### config.mk
export PLATFORM = sky130hd
export DESIGN_NAME = nibble_rle_decoder_word_packer
export DESIGN_NICKNAME = d
export VERILOG_FILES = /design/src/rtl/nrle_pkg.sv /design/src/rtl/nrle_front.sv /design/src/rtl/nrle_queue.sv /design/src/rtl/nrle_back.sv /design/src/rtl/nibble_rle_decoder_word_packer.sv
export SDC_FILE = /design/constraint.sdc
export NUM_CORES = 1
export LEC_CHECK = 0
export ABC_AREA = 1
export ABC_CLOCK_PERIOD_IN_PS = 3400
export BUFFER_PORTS_ARGS = -buffer_cell sky130_fd_sc_hd__buf_4
export CAP_MARGIN = 15
export CORE_ASPECT_RATIO = 1.5
export CORE_MARGIN = 2
export CORE_UTILIZATION = 60
export DETAILED_ROUTE_END_ITERATION = 10
export PLACE_DENSITY = 0.78
export SYNTH_ARGS = -nofsm -noshare
export SYNTH_HDL_FRONTEND = slang
export SYNTH_SLANG_ARGS = --single-unit
### constraint.sdc
create_clock -name clk -period 3.4 [get_ports clk]
set_clock_uncertainty 0.2 [all_clocks]
set_input_delay 0.17 -clock clk [delete_from_list [all_inputs] [get_ports clk]]
set_output_delay 0.17 -clock clk [all_outputs]
set_load 0.005 [all_outputs]
### src/rtl/nrle_pkg.sv
// shared types, constants and slot helpers for the nibble run-length decoder
`default_nettype none
package nrle_pkg;

	localparam int ADDR_BITS = 16;
	localparam int NIB_W = 4;
	localparam int WORD_W = 16;
	localparam int SUM_W = ((ADDR_BITS > WORD_W) ? ADDR_BITS : WORD_W) + 1;
	localparam logic [SUM_W-1:0] ADDR_MAX = SUM_W'((64'd1 << ADDR_BITS) - 64'd1);
	localparam logic [WORD_W-1:0] OFFSET_MAX = '1;
	localparam logic [NIB_W-1:0] HDR_END = 4'd0;
	localparam logic [NIB_W-1:0] HDR_RUN_MAX = 4'd8;
	localparam logic [NIB_W-1:0] LIT_BIAS = 4'd8;

	typedef struct packed {
		logic             is_end;
		logic [NIB_W-1:0] nib;
		logic [NIB_W-1:0] cnt;
	} cmd_t;

	// nibble mask of slots lo .. lo+n-1 (slot order 7:4, 3:0, 15:12, 11:8)
	function automatic logic [WORD_W-1:0] slot_mask(input logic [1:0] lo,
			input logic [NIB_W-1:0] n);
		logic [WORD_W-1:0] m;
		logic [4:0] hi;
		m = '0;
		hi = {3'b000, lo} + {1'b0, n};
		for (int k = 0; k < 4; k++) begin
			if ((5'(k) >= {3'b000, lo}) && (5'(k) < hi)) begin
				unique case (k)
					0: m[7:4] = 4'hf;
					1: m[3:0] = 4'hf;
					2: m[15:12] = 4'hf;
					default: m[11:8] = 4'hf;
				endcase
			end
		end
		return m;
	endfunction

endpackage
`default_nettype wire

### src/rtl/nrle_front.sv
// front end: header parsing, turns nibbles into place and end commands
`default_nettype none
module nrle_front (
	input  wire logic                      clk,
	input  wire logic                      arst_n,
	input  wire logic                      in_valid,
	output logic                           in_ready,
	input  wire logic [nrle_pkg::NIB_W-1:0] in_nib,
	input  wire logic                      q_full,
	output logic                           push,
	output nrle_pkg::cmd_t                 push_cmd
);
	import nrle_pkg::*;

	typedef enum logic [1:0] {MODE_HEADER, MODE_RUN, MODE_LIT} mode_t;

	mode_t            mode_q;
	logic [NIB_W-1:0] rem_q;
	logic             acc;

	assign in_ready = !q_full;
	assign acc = in_valid && !q_full;

	always_comb begin
		push_cmd.is_end = 1'b0;
		push_cmd.nib = in_nib;
		push_cmd.cnt = rem_q;
		push = 1'b0;
		unique case (mode_q)
			MODE_RUN: begin
				push = acc;
			end
			MODE_LIT: begin
				push_cmd.cnt = 4'd1;
				push = acc;
			end
			default: begin
				push_cmd.is_end = 1'b1;
				push_cmd.cnt = '0;
				push = acc && (in_nib == HDR_END);
			end
		endcase
	end

	always_ff @(posedge clk or negedge arst_n) begin
		if (!arst_n) begin
			mode_q <= MODE_HEADER;
			rem_q <= '0;
		end else if (acc) begin
			unique case (mode_q)
				MODE_RUN: begin
					mode_q <= MODE_HEADER;
					rem_q <= '0;
				end
				MODE_LIT: begin
					rem_q <= rem_q - 4'd1;
					if (rem_q == 4'd1) begin
						mode_q <= MODE_HEADER;
					end
				end
				default: begin
					priority if (in_nib == HDR_END) begin
						rem_q <= '0;
					end else if (in_nib <= HDR_RUN_MAX) begin
						mode_q <= MODE_RUN;
						rem_q <= in_nib;
					end else begin
						mode_q <= MODE_LIT;
						rem_q <= in_nib - LIT_BIAS;
					end
				end
			endcase
		end
	end

endmodule
`default_nettype wire

### src/rtl/nrle_queue.sv
// two-entry command queue between front and back end
`default_nettype none
module nrle_queue (
	input  wire logic           clk,
	input  wire logic           arst_n,
	input  wire logic           push,
	input  wire nrle_pkg::cmd_t push_cmd,
	output logic                full,
	output logic                head_valid,
	output nrle_pkg::cmd_t      head,
	input  wire logic           pop
);
	import nrle_pkg::*;

	cmd_t       mem_q [2];
	logic       wr_q;
	logic       rd_q;
	logic [1:0] cnt_q;

	assign full = (cnt_q == 2'd2);
	assign head_valid = (cnt_q != 2'd0);
	assign head = mem_q[rd_q];

	always_ff @(posedge clk) begin
		if (push) begin
			mem_q[wr_q] <= push_cmd;
		end
	end

	always_ff @(posedge clk or negedge arst_n) begin
		if (!arst_n) begin
			wr_q <= 1'b0;
			rd_q <= 1'b0;
			cnt_q <= '0;
		end else begin
			if (push) begin
				wr_q <= !wr_q;
			end
			if (pop) begin
				rd_q <= !rd_q;
			end
			unique case ({push, pop})
				2'b10: cnt_q <= cnt_q + 2'd1;
				2'b01: cnt_q <= cnt_q - 2'd1;
				default: cnt_q <= cnt_q;
			endcase
		end
	end

endmodule
`default_nettype wire

### src/rtl/nrle_back.sv
// back end: word packing, address generation and result register
`default_nettype none
module nrle_back (
	input  wire logic                        clk,
	input  wire logic                        arst_n,
	input  wire logic [nrle_pkg::WORD_W-1:0] base_word,
	input  wire logic                        head_valid,
	input  wire nrle_pkg::cmd_t              head,
	output logic                             pop,
	output logic                             out_valid,
	input  wire logic                        out_ready,
	output logic [nrle_pkg::WORD_W-1:0]      word_data,
	output logic [nrle_pkg::WORD_W-1:0]      word_address,
	output logic                             word_valid,
	output logic                             stream_end,
	output logic                             address_overflow,
	output logic                             last
);
	import nrle_pkg::*;

	logic [1:0]        slot_q;
	logic [WORD_W-1:0] acc_q;
	logic [WORD_W-1:0] off_q;
	logic              ovf_q;
	logic              cont_q;
	logic [NIB_W-1:0]  cont_cnt_q;

	logic              vld_q;
	logic [WORD_W-1:0] data_q;
	logic [WORD_W-1:0] addr_q;
	logic              wv_q;
	logic              end_q;
	logic              aovf_q;
	logic              last_q;

	logic              fire;
	logic [NIB_W-1:0]  cnt;
	logic [2:0]        space;
	logic              fills;
	logic [NIB_W-1:0]  rem;
	logic [WORD_W-1:0] rep;
	logic [WORD_W-1:0] word_full;
	logic [SUM_W-1:0]  sum;
	logic              sat;
	logic [WORD_W-1:0] addr_sel;
	logic              ovf_next;
	logic [WORD_W-1:0] off_next;

	assign fire = head_valid && (!vld_q || out_ready);
	assign cnt = cont_q ? cont_cnt_q : head.cnt;
	assign space = 3'd4 - {1'b0, slot_q};
	assign fills = cnt >= {1'b0, space};
	assign rem = cnt - {1'b0, space};
	assign rep = {4{head.nib}};
	assign word_full = acc_q | (slot_mask(slot_q, {1'b0, space}) & rep);

	assign sum = SUM_W'(base_word) + SUM_W'(off_q);
	assign sat = ovf_q || (sum > ADDR_MAX);
	assign addr_sel = sat ? ADDR_MAX[WORD_W-1:0] : sum[WORD_W-1:0];
	assign ovf_next = sat || (off_q == OFFSET_MAX);
	assign off_next = (off_q == OFFSET_MAX) ? OFFSET_MAX : off_q + 16'd1;

	assign pop = fire && (head.is_end || !fills || (rem < 4'd4));

	always_ff @(posedge clk or negedge arst_n) begin
		if (!arst_n) begin
			slot_q <= '0;
			acc_q <= '0;
			off_q <= '0;
			ovf_q <= 1'b0;
			cont_q <= 1'b0;
			cont_cnt_q <= '0;
			vld_q <= 1'b0;
		end else begin
			if (fire && (head.is_end || fills)) begin
				vld_q <= 1'b1;
			end else if (out_ready) begin
				vld_q <= 1'b0;
			end
			if (fire) begin
				if (head.is_end) begin
					slot_q <= '0;
					acc_q <= '0;
					off_q <= '0;
					ovf_q <= 1'b0;
					cont_q <= 1'b0;
				end else if (fills) begin
					off_q <= off_next;
					ovf_q <= ovf_next;
					if (rem >= 4'd4) begin
						cont_q <= 1'b1;
						cont_cnt_q <= rem;
						slot_q <= '0;
						acc_q <= '0;
					end else begin
						cont_q <= 1'b0;
						slot_q <= rem[1:0];
						acc_q <= slot_mask(2'd0, rem) & rep;
					end
				end else begin
					cont_q <= 1'b0;
					slot_q <= slot_q + cnt[1:0];
					acc_q <= acc_q | (slot_mask(slot_q, cnt) & rep);
				end
			end
		end
	end

	// result payload
	always_ff @(posedge clk) begin
		if (fire && (head.is_end || fills)) begin
			if (head.is_end) begin
				wv_q <= (slot_q != 2'd0);
				end_q <= 1'b1;
				last_q <= 1'b1;
				data_q <= (slot_q != 2'd0) ? acc_q : '0;
				addr_q <= (slot_q != 2'd0) ? addr_sel : '0;
				aovf_q <= (slot_q != 2'd0) ? ovf_next : ovf_q;
			end else begin
				wv_q <= 1'b1;
				end_q <= 1'b0;
				last_q <= (rem < 4'd4);
				data_q <= word_full;
				addr_q <= addr_sel;
				aovf_q <= ovf_next;
			end
		end
	end

	assign out_valid = vld_q;
	assign word_data = data_q;
	assign word_address = addr_q;
	assign word_valid = wv_q;
	assign stream_end = end_q;
	assign address_overflow = aovf_q;
	assign last = last_q;

endmodule
`default_nettype wire

### src/rtl/nibble_rle_decoder_word_packer.sv
// top level: nibble run-length decoder with 16-bit word packer
//
// channel | direction | handshake                  | payload
// s_axis  | in        | s_axis_tvalid/tready       | tdata[3:0] compressed_nibble
// m_axis  | out       | m_axis_tvalid/tready       | tdata word_data, word_address;
//         |           |                            | tuser flags; tlast last
// cfg     | in        | cfg_valid/cfg_ready        | cfg_data base_word
//
// one nibble enters per cycle while the command queue is not full; a run that
// completes two words stays at the queue head for the second (one result register slot).
// a two-entry command queue lets the parser run while the result waits.
// reset clears parser mode, queue, packer state and address offset.
// base_word writes take effect at once and are expected only when idle.
`default_nettype none
module nibble_rle_decoder_word_packer (
	input  wire logic        clk,
	input  wire logic        arst_n,
	input  wire logic        s_axis_tvalid,
	output logic             s_axis_tready,
	input  wire logic [7:0]  s_axis_tdata,  // [3:0] compressed_nibble, [7:4] zero
	output logic             m_axis_tvalid,
	input  wire logic        m_axis_tready,
	output logic [31:0]      m_axis_tdata,  // [15:0] word_data, [31:16] word_address
	output logic [2:0]       m_axis_tuser,  // [0] word_valid, [1] stream_end,
	                                        // [2] address_overflow
	output logic             m_axis_tlast,
	input  wire logic        cfg_valid,
	output logic             cfg_ready,
	input  wire logic [15:0] cfg_data
);
	import nrle_pkg::*;

	logic [WORD_W-1:0] base_q;
	logic              q_full;
	logic              push;
	cmd_t              push_cmd;
	logic              head_valid;
	cmd_t              head;
	logic              pop;
	logic [WORD_W-1:0] word_data;
	logic [WORD_W-1:0] word_address;
	logic              word_valid;
	logic              stream_end;
	logic              address_overflow;

	assign cfg_ready = 1'b1;

	always_ff @(posedge clk or negedge arst_n) begin
		if (!arst_n) begin
			base_q <= '0;
		end else if (cfg_valid) begin
			base_q <= cfg_data;
		end
	end

	nrle_front u_front (
		.clk      (clk),
		.arst_n   (arst_n),
		.in_valid (s_axis_tvalid),
		.in_ready (s_axis_tready),
		.in_nib   (s_axis_tdata[3:0]),
		.q_full   (q_full),
		.push     (push),
		.push_cmd (push_cmd)
	);

	nrle_queue u_queue (
		.clk        (clk),
		.arst_n     (arst_n),
		.push       (push),
		.push_cmd   (push_cmd),
		.full       (q_full),
		.head_valid (head_valid),
		.head       (head),
		.pop        (pop)
	);

	nrle_back u_back (
		.clk              (clk),
		.arst_n           (arst_n),
		.base_word        (base_q),
		.head_valid       (head_valid),
		.head             (head),
		.pop              (pop),
		.out_valid        (m_axis_tvalid),
		.out_ready        (m_axis_tready),
		.word_data        (word_data),
		.word_address     (word_address),
		.word_valid       (word_valid),
		.stream_end       (stream_end),
		.address_overflow (address_overflow),
		.last             (m_axis_tlast)
	);

	assign m_axis_tdata = {word_address, word_data};
	assign m_axis_tuser = {address_overflow, stream_end, word_valid};

`ifndef SYNTHESIS
	a_end_is_last: assert property (@(posedge clk) disable iff (!arst_n)
		m_axis_tvalid && stream_end |-> m_axis_tlast)
		else $error("end result not marked last");
	a_empty_is_end: assert property (@(posedge clk) disable iff (!arst_n)
		m_axis_tvalid && !word_valid |-> stream_end && (word_data == '0)
			&& (word_address == '0))
		else $error("empty result outside stream end");
	a_pop_needs_head: assert property (@(posedge clk) disable iff (!arst_n)
		pop |-> head_valid)
		else $error("command pop from empty queue");
`endif

endmodule
`default_nettype wire

* After elaboration in Yosys (flattened, before gate mapping) *
Memories as Yosys holds them, arrays and structs flattened.
Index checks and enable logic that the tools add are counted.
Widths: inputs -> output; s select.

word-level totals
  register bits after elaboration = 103
  memory bits (writable) = 18
  input port bits = 29
  output and inout port bits = 39
  word-level logic and storage cells = 176
  memories = 1

operators by class
  $add $sub $neg = 11
  order comparisons = 20
  equal/unequal tests = 9
  muxes and demuxes = 78
  bitwise operators = 6
  reduce and logical (&&, ||, !) cells = 32

memories
  memory         words  bits a word  read ports  clocked after Yosys merged registers in  wr ports  RTL line          text
  u_queue.mem_q  2      9            1           0                                        1         nrle_queue.sv:15  cmd_t mem_q [2];

operators by type and width
  operator               number
  $mux 16                11
  $mux 8                 17
  $mux 4                 26
  $and 16x16->16         3
  $or 16x16->16          2
  $lt 1x5->1 const A     4
  $lt 2x5->1 const A     4
  $add 16x16->17         1
  $gt 17x16->1 const B   1
  $add 16x1->16 const B  1
  $eq 16x16->1 const B   1
  $pmux 4 s2             2
  $mux 1                 14
  $mux 2                 6
  $logic_and 1x1->1      11
  $reduce_bool 2->1      5
  $lt 1x4->1 const A     2
  $lt 2x4->1 const A     2
  $pmux 2 s2             2
  $eq 2x2->1 const B     3
  $logic_or 1x1->1       6
  $add 2x4->5            1
  $logic_not 1->1        5
  $add 2x3->4            1
  23 further kinds       25

* Depth between registers and ports, before layout *
An unclocked memory read counts as a cell.

  word-level depth = 23
  depth in mapped cells = 20
  mapped depth without buffers = 19

* Hierarchy *
Synthesis repeated with hierarchy kept, for this count alone.

second synthesis, totals
  cell total of the unflattened synthesis = 900
  area total of the unflattened synthesis = 7170.6 µm²

modules (own cells, without submodules)
  module                          instances  cells an instance  area an instance (µm²)  sequential area each (µm²)
  nrle_back                       1          673                5067.4                  2107.0
  nrle_queue                      1          71                 885.8                   640.6
  nibble_rle_decoder_word_packer  1          73                 678.2                   400.4
  nrle_front                      1          83                 539.3                   150.1

* Worst setup path before layout *
OpenSTA, ideal clock, no wires.

  path kind = reg-to-reg
  from = register u_queue.rd_q
  to = register u_queue.cnt_q[1]
  library setup time = 124 ps
  arrival = 2703 ps
  data required time = 3076 ps
  setup slack = 373 ps
  stages on the path, launching flop included = 19
  path buffers = 1
  clock period less this slack = 3027 ps
  path through = dfrtp_1 -> buf_6 -> or2_2 -> o211ai_1 -> o21ai_0 -> ha_1 -> nand2_1 -> nor2_1 -> nor2_1 -> nand3_1 -> nand2_2 -> nand2_1 -> nand3_1 -> nand2_1 -> inv_1 -> ha_1 -> a21oi_1 -> o21ai_0 -> xnor2_1

on the way
  longest elaborated chain between the ends = 9
  elaborated cells between the ends (all ways) = 13
  classes of those cells = add/sub (1); order compare (2); eq/ne (2); mux (2); reduce/logical (5); memory (1)

ends and longest elaborated chain
  item                                                    RTL line                              text
  start: declaration                                      nrle_queue.sv:17                      logic rd_q;
  start signal: assignment                                nrle_queue.sv:40                      rd_q <= !rd_q;
  $mem_v2 2x9 *                                           -
  branches (longest 4 deep; another with $sub 4x3->4)     -
  $logic_or 1x1->1 *                                      nrle_back.sv:63                       assign pop = fire && (head.is_end || !fills || (rem < 4'd4));
  $logic_and 1x1->1 *                                     nrle_back.sv:63
  net pop                                                 nibble_rle_decoder_word_packer.sv:39  logic pop;
  $eq 2x1->1 / $eq 2x2->1 (equally long branches)         nrle_queue.sv:42                      unique case ({push, pop})
  $pmux 2 s2 / $reduce_bool 2->1 (equally long branches)  -
  end signal: assignment                                  nrle_queue.sv:43                      2'b10: cnt_q <= cnt_q + 2'd1;
  end signal: assignment                                  nrle_queue.sv:44                      2'b01: cnt_q <= cnt_q - 2'd1;
  end signal: assignment                                  nrle_queue.sv:45                      default: cnt_q <= cnt_q;
  end: declaration                                        nrle_queue.sv:18                      logic [1:0] cnt_q;

Mark *: on every way through the listed nets, which the timed path passes.
A chain may end at the register's enable or synchronous reset.

* Worst setup path in the final report *
Ends and elaborated chain as after synthesis.

==> results.txt <==
Setup Fix Bufs, Post-CTS -> 0
CP required -> 3.51 ns
ANT nets after route -> 0
switching pwr -> 0.00311 W
Ant. Diodes -> 0
Syn Area/Cell -> 8.73 um^2
clk sinks -> 121
gp weighted congestion -> 0.965
Mapped Cells -> 780
Routed wire per std cell -> 16.0 um
Critical Path Sink Type -> flop
grt ovf -> 0
Synth warnings -> 0
Switching Fraction -> 40.2%
final WL -> 16500 um
Tmin final -> 3.13 ns
# setup viols final -> 0
clock slew at reported path FFs -> 0.06 ns
Max transition margin -> 39.4%
register area share after synthesis -> 48.4%
Synth cell types -> 44
maximum root-to-sink buffer count -> 2
Power per Cell Area -> 935 mW/mm^2
share of layout cells above drive strength 1 -> 16.7%
post-DP HPWL -> 11200 um
via count -> 5831
Max Fclk -> 0.320 GHz
num ports -> 68
starting density of the core -> 61.6%
combinational share of power -> 44.0%
Core ar. -> 0.0111 mm^2
Die Ht -> 134 um
multi-input combinational cell area -> 0.00302 mm^2
Final Net Count -> 938
Area Overhead vs Synth -> 21.9%
CP max FO -> 10
die area -> 0.0122 mm^2
RSZ-0062 raised after global routing -> false
Placed Area -> 0.00740 mm^2
Finished Cell Area -> 0.00830 mm^2
setup_tns -> 0 ns
crit path launch type -> flop
Post-Syn Area -> 0.00681 mm^2
Post-route DRC -> 0
drt first pass iters -> 7
Post-synth EDFFs -> 54
critical path type -> reg2reg
status -> completed
first-pass GRT wire length -> 27300 um
Hold Violations, Final -> 0
H-tree levels -> 4
IO Port Bufs -> 62
Reg power frac -> 30.9%
top_reg_cell synth -> dfrtp_1
Layout fillers -> 792
syn_nets -> 844
TritonCTS Buffers -> 17
die width -> 91.0 um
Worst Hold Class -> in2reg
Skew-Pair Late Insertion Delay -> 0.43 ns
number of global-route vias before repair -> 5910
max_cap viols -> 0
CTS tree -> done
clock share of power -> 25.2%
actual slew at the worst max-slew pin -> 0.910 ns
GRT Resource Usage Total -> 28.5%
VDD IR max -> 0.000522 V
fin. max-slew vios -> 0
CTS root buf -> clkbuf_16
internal power -> 0.00464 W
Rows -> 47
register bit total from synthesis -> 121
initial antenna violation count -> 0
Iter 0 DRT Violations -> 470
async set-or-reset flop fraction in the synthesized netlist -> 55.4%
largest net degree at the start of global routing -> 68
Via density -> 5.64
CP arrival -> 3.24 ns
Final period util -> 92.0%
leak pwr -> 4.04 nW
sequential cell area -> 0.00330 mm^2
==> Yosys cell counts, drive strengths merged, types with 2 or more instances <==
| cell type | count | area, um^2 |
|---|---|---|
| nand4 | 8 | 56.3 |
| xnor2 | 7 | 61.3 |
| xor2 | 18 | 158 |
| dfrtp | 67 | 1680 |
| inv | 93 | 354 |
| nand3b | 3 | 22.5 |
| nor2 | 59 | 221 |
| clkbuf | 8 | 30.0 |
| clkinv | 2 | 10.0 |
| and2 | 2 | 12.5 |
| edfxtp | 54 | 1620 |
| o22ai | 9 | 62.6 |
| a21o | 4 | 30.0 |
| buf | 13 | 98.8 |
| nand3 | 53 | 265 |
| nor3 | 9 | 50.1 |
| a21oi | 45 | 225 |
| a31oi | 2 | 12.5 |
| ha | 32 | 400 |
| or2 | 11 | 71.3 |
| mux2 | 15 | 169 |
| fa | 3 | 60.1 |
| o21ai | 62 | 322 |
| o211ai | 3 | 22.5 |
| o21a | 3 | 22.5 |
| nand2 | 189 | 729 |
==> what timing repair did <==
item,CTS,global route
setup endpoints to repair,0,1
gates resized for setup,0,9
endpoints found under the hold margin,98,0
hold buffers,25,0
==> power by group through the flow <==
stage                     sequential, W  clock (W)  combinational (W)
after floorplan                 0.00239          0            0.00226
after global placement          0.00239          0            0.00317
after detailed placement        0.00241          0            0.00328
after CTS                       0.00239    0.00195            0.00334
after global routing            0.00244    0.00202            0.00379
final                           0.00239    0.00195            0.00341
==> stage by stage <==
step	power [W]	hold slack, ns	cells	worst slack [ns]	utilization (%)
2_1_floorplan	0.00465	-0.326	780	0.373	-
3_3_place_gp	0.00556	0.140	977	0.212	66.9
4_1_cts	0.00768	0.00804	1034	0.0820	74.9
3_5_place_dp	0.00569	0.155	977	0.124	66.9
6_report	0.00775	0.0130	1034	0.270	75.0
5_1_grt	0.00825	0.0227	1034	0.00203	75.0
==> worst max-delay path: stages (launching register included) <==
cell and delay (ns):
dfrtp_2 0.44, inv_4 0.11, o211ai_1 0.08, o21ai_0 0.12, inv_1 0.08, ha_1 0.23, fa_1 0.41, xnor2_1 0.18
inv_2 0.10, nand2_2 0.13, nand3_1 0.09, nand2_2 0.12, inv_1 0.06, ha_1 0.31, a21oi_1 0.11, o21ai_0 0.11
xnor2_1 0.14
==> state kept, by name, indices dropped and copies added (netlist names) <==
name	count
u_back.word_valid	1
u_back.slot_q	2
u_back.stream_end	1
u_back.ovf_q	1
u_back.out_valid	1
u_queue.wr_q	1
u_back.last	1
u_back.cont_cnt_q	4
u_queue.cnt_q	2
u_queue.rd_q	1
u_front.rem_q	4
u_back.acc_q	16
u_back.word_address	16
u_back.word_data	16
u_front.mode_q	2
base_q	16
u_queue.mem_q	18
u_back.cont_q	1
u_back.address_overflow	1
u_back.off_q	16
==> metal layers <==
layer / GRT usage, % / wire length [um] / vias to the layer above / part of all wire [%]
met3: 6.08 / 984 / 71 / 6.0
met1: 30.8 / 6150 / 2716 / 37
met5: 0 / 0 / - / 0
met4: 15.0 / 720 / 0 / 4.4
met2: 52.1 / 8660 / 263 / 52
li1: - / - / 2781 / -
==> layout by cell type (no fill, tap or decap), types with 17 or more instances in the layout <==
cell,n
inv_1,87
ha_1,31
nand3_1,53
nor2_1,59
dfrtp_1,65
edfxtp_1,54
nand2_1,183
dlygate4sd3_1,25
o21ai_0,54
buf_4,71
a21oi_1,45
xor2_1,18
clkbuf_16,17
==> final cells by class <==
cell class / instances / area share (%)
sequential: 121 / 39.8
multi-input combinational: 543 / 36.5
timing repair buffer: 96 / 9.44
clock buffer: 17 / 5.13
inverter: 95 / 4.39
clock inverter: 15 / 2.58
tap: 147 / 2.22
==> worst paths after layout <==
kind                                      start                   end  slack (ns)  cells past startpoint
setup / recovery                   u_queue.rd_q      u_queue.cnt_q[1]        0.27                     16
hold / removal                        cfg_valid             base_q[4]        0.01                      2
setup reg to reg                   u_queue.rd_q      u_queue.cnt_q[1]        0.27                     16
hold reg to reg            u_back.cont_cnt_q[1]  u_back.cont_cnt_q[1]        0.29                      2
max in group asynchronous                arst_n      u_back.slot_q[1]        2.15                      2
min in group asynchronous                arst_n       u_back.acc_q[4]        0.20                      2
==> kinds of logic (layout without fill, tap and decap cells) <==
logic type	Yosys count	after routing	share of synthesized area, %
buffers and inverters	116	223	7.24
and+or+nand+nor	335	335	21.1
adders and majority gates	35	35	6.76
AOI/OAI and AO/OA	132	132	10.7
xor gates and xnor gates	25	25	3.22
muxes	15	15	2.48
other	1	1	0.0551
DFF	121	121	48.4
Note: power is estimated with default switching activity, not from simulation.
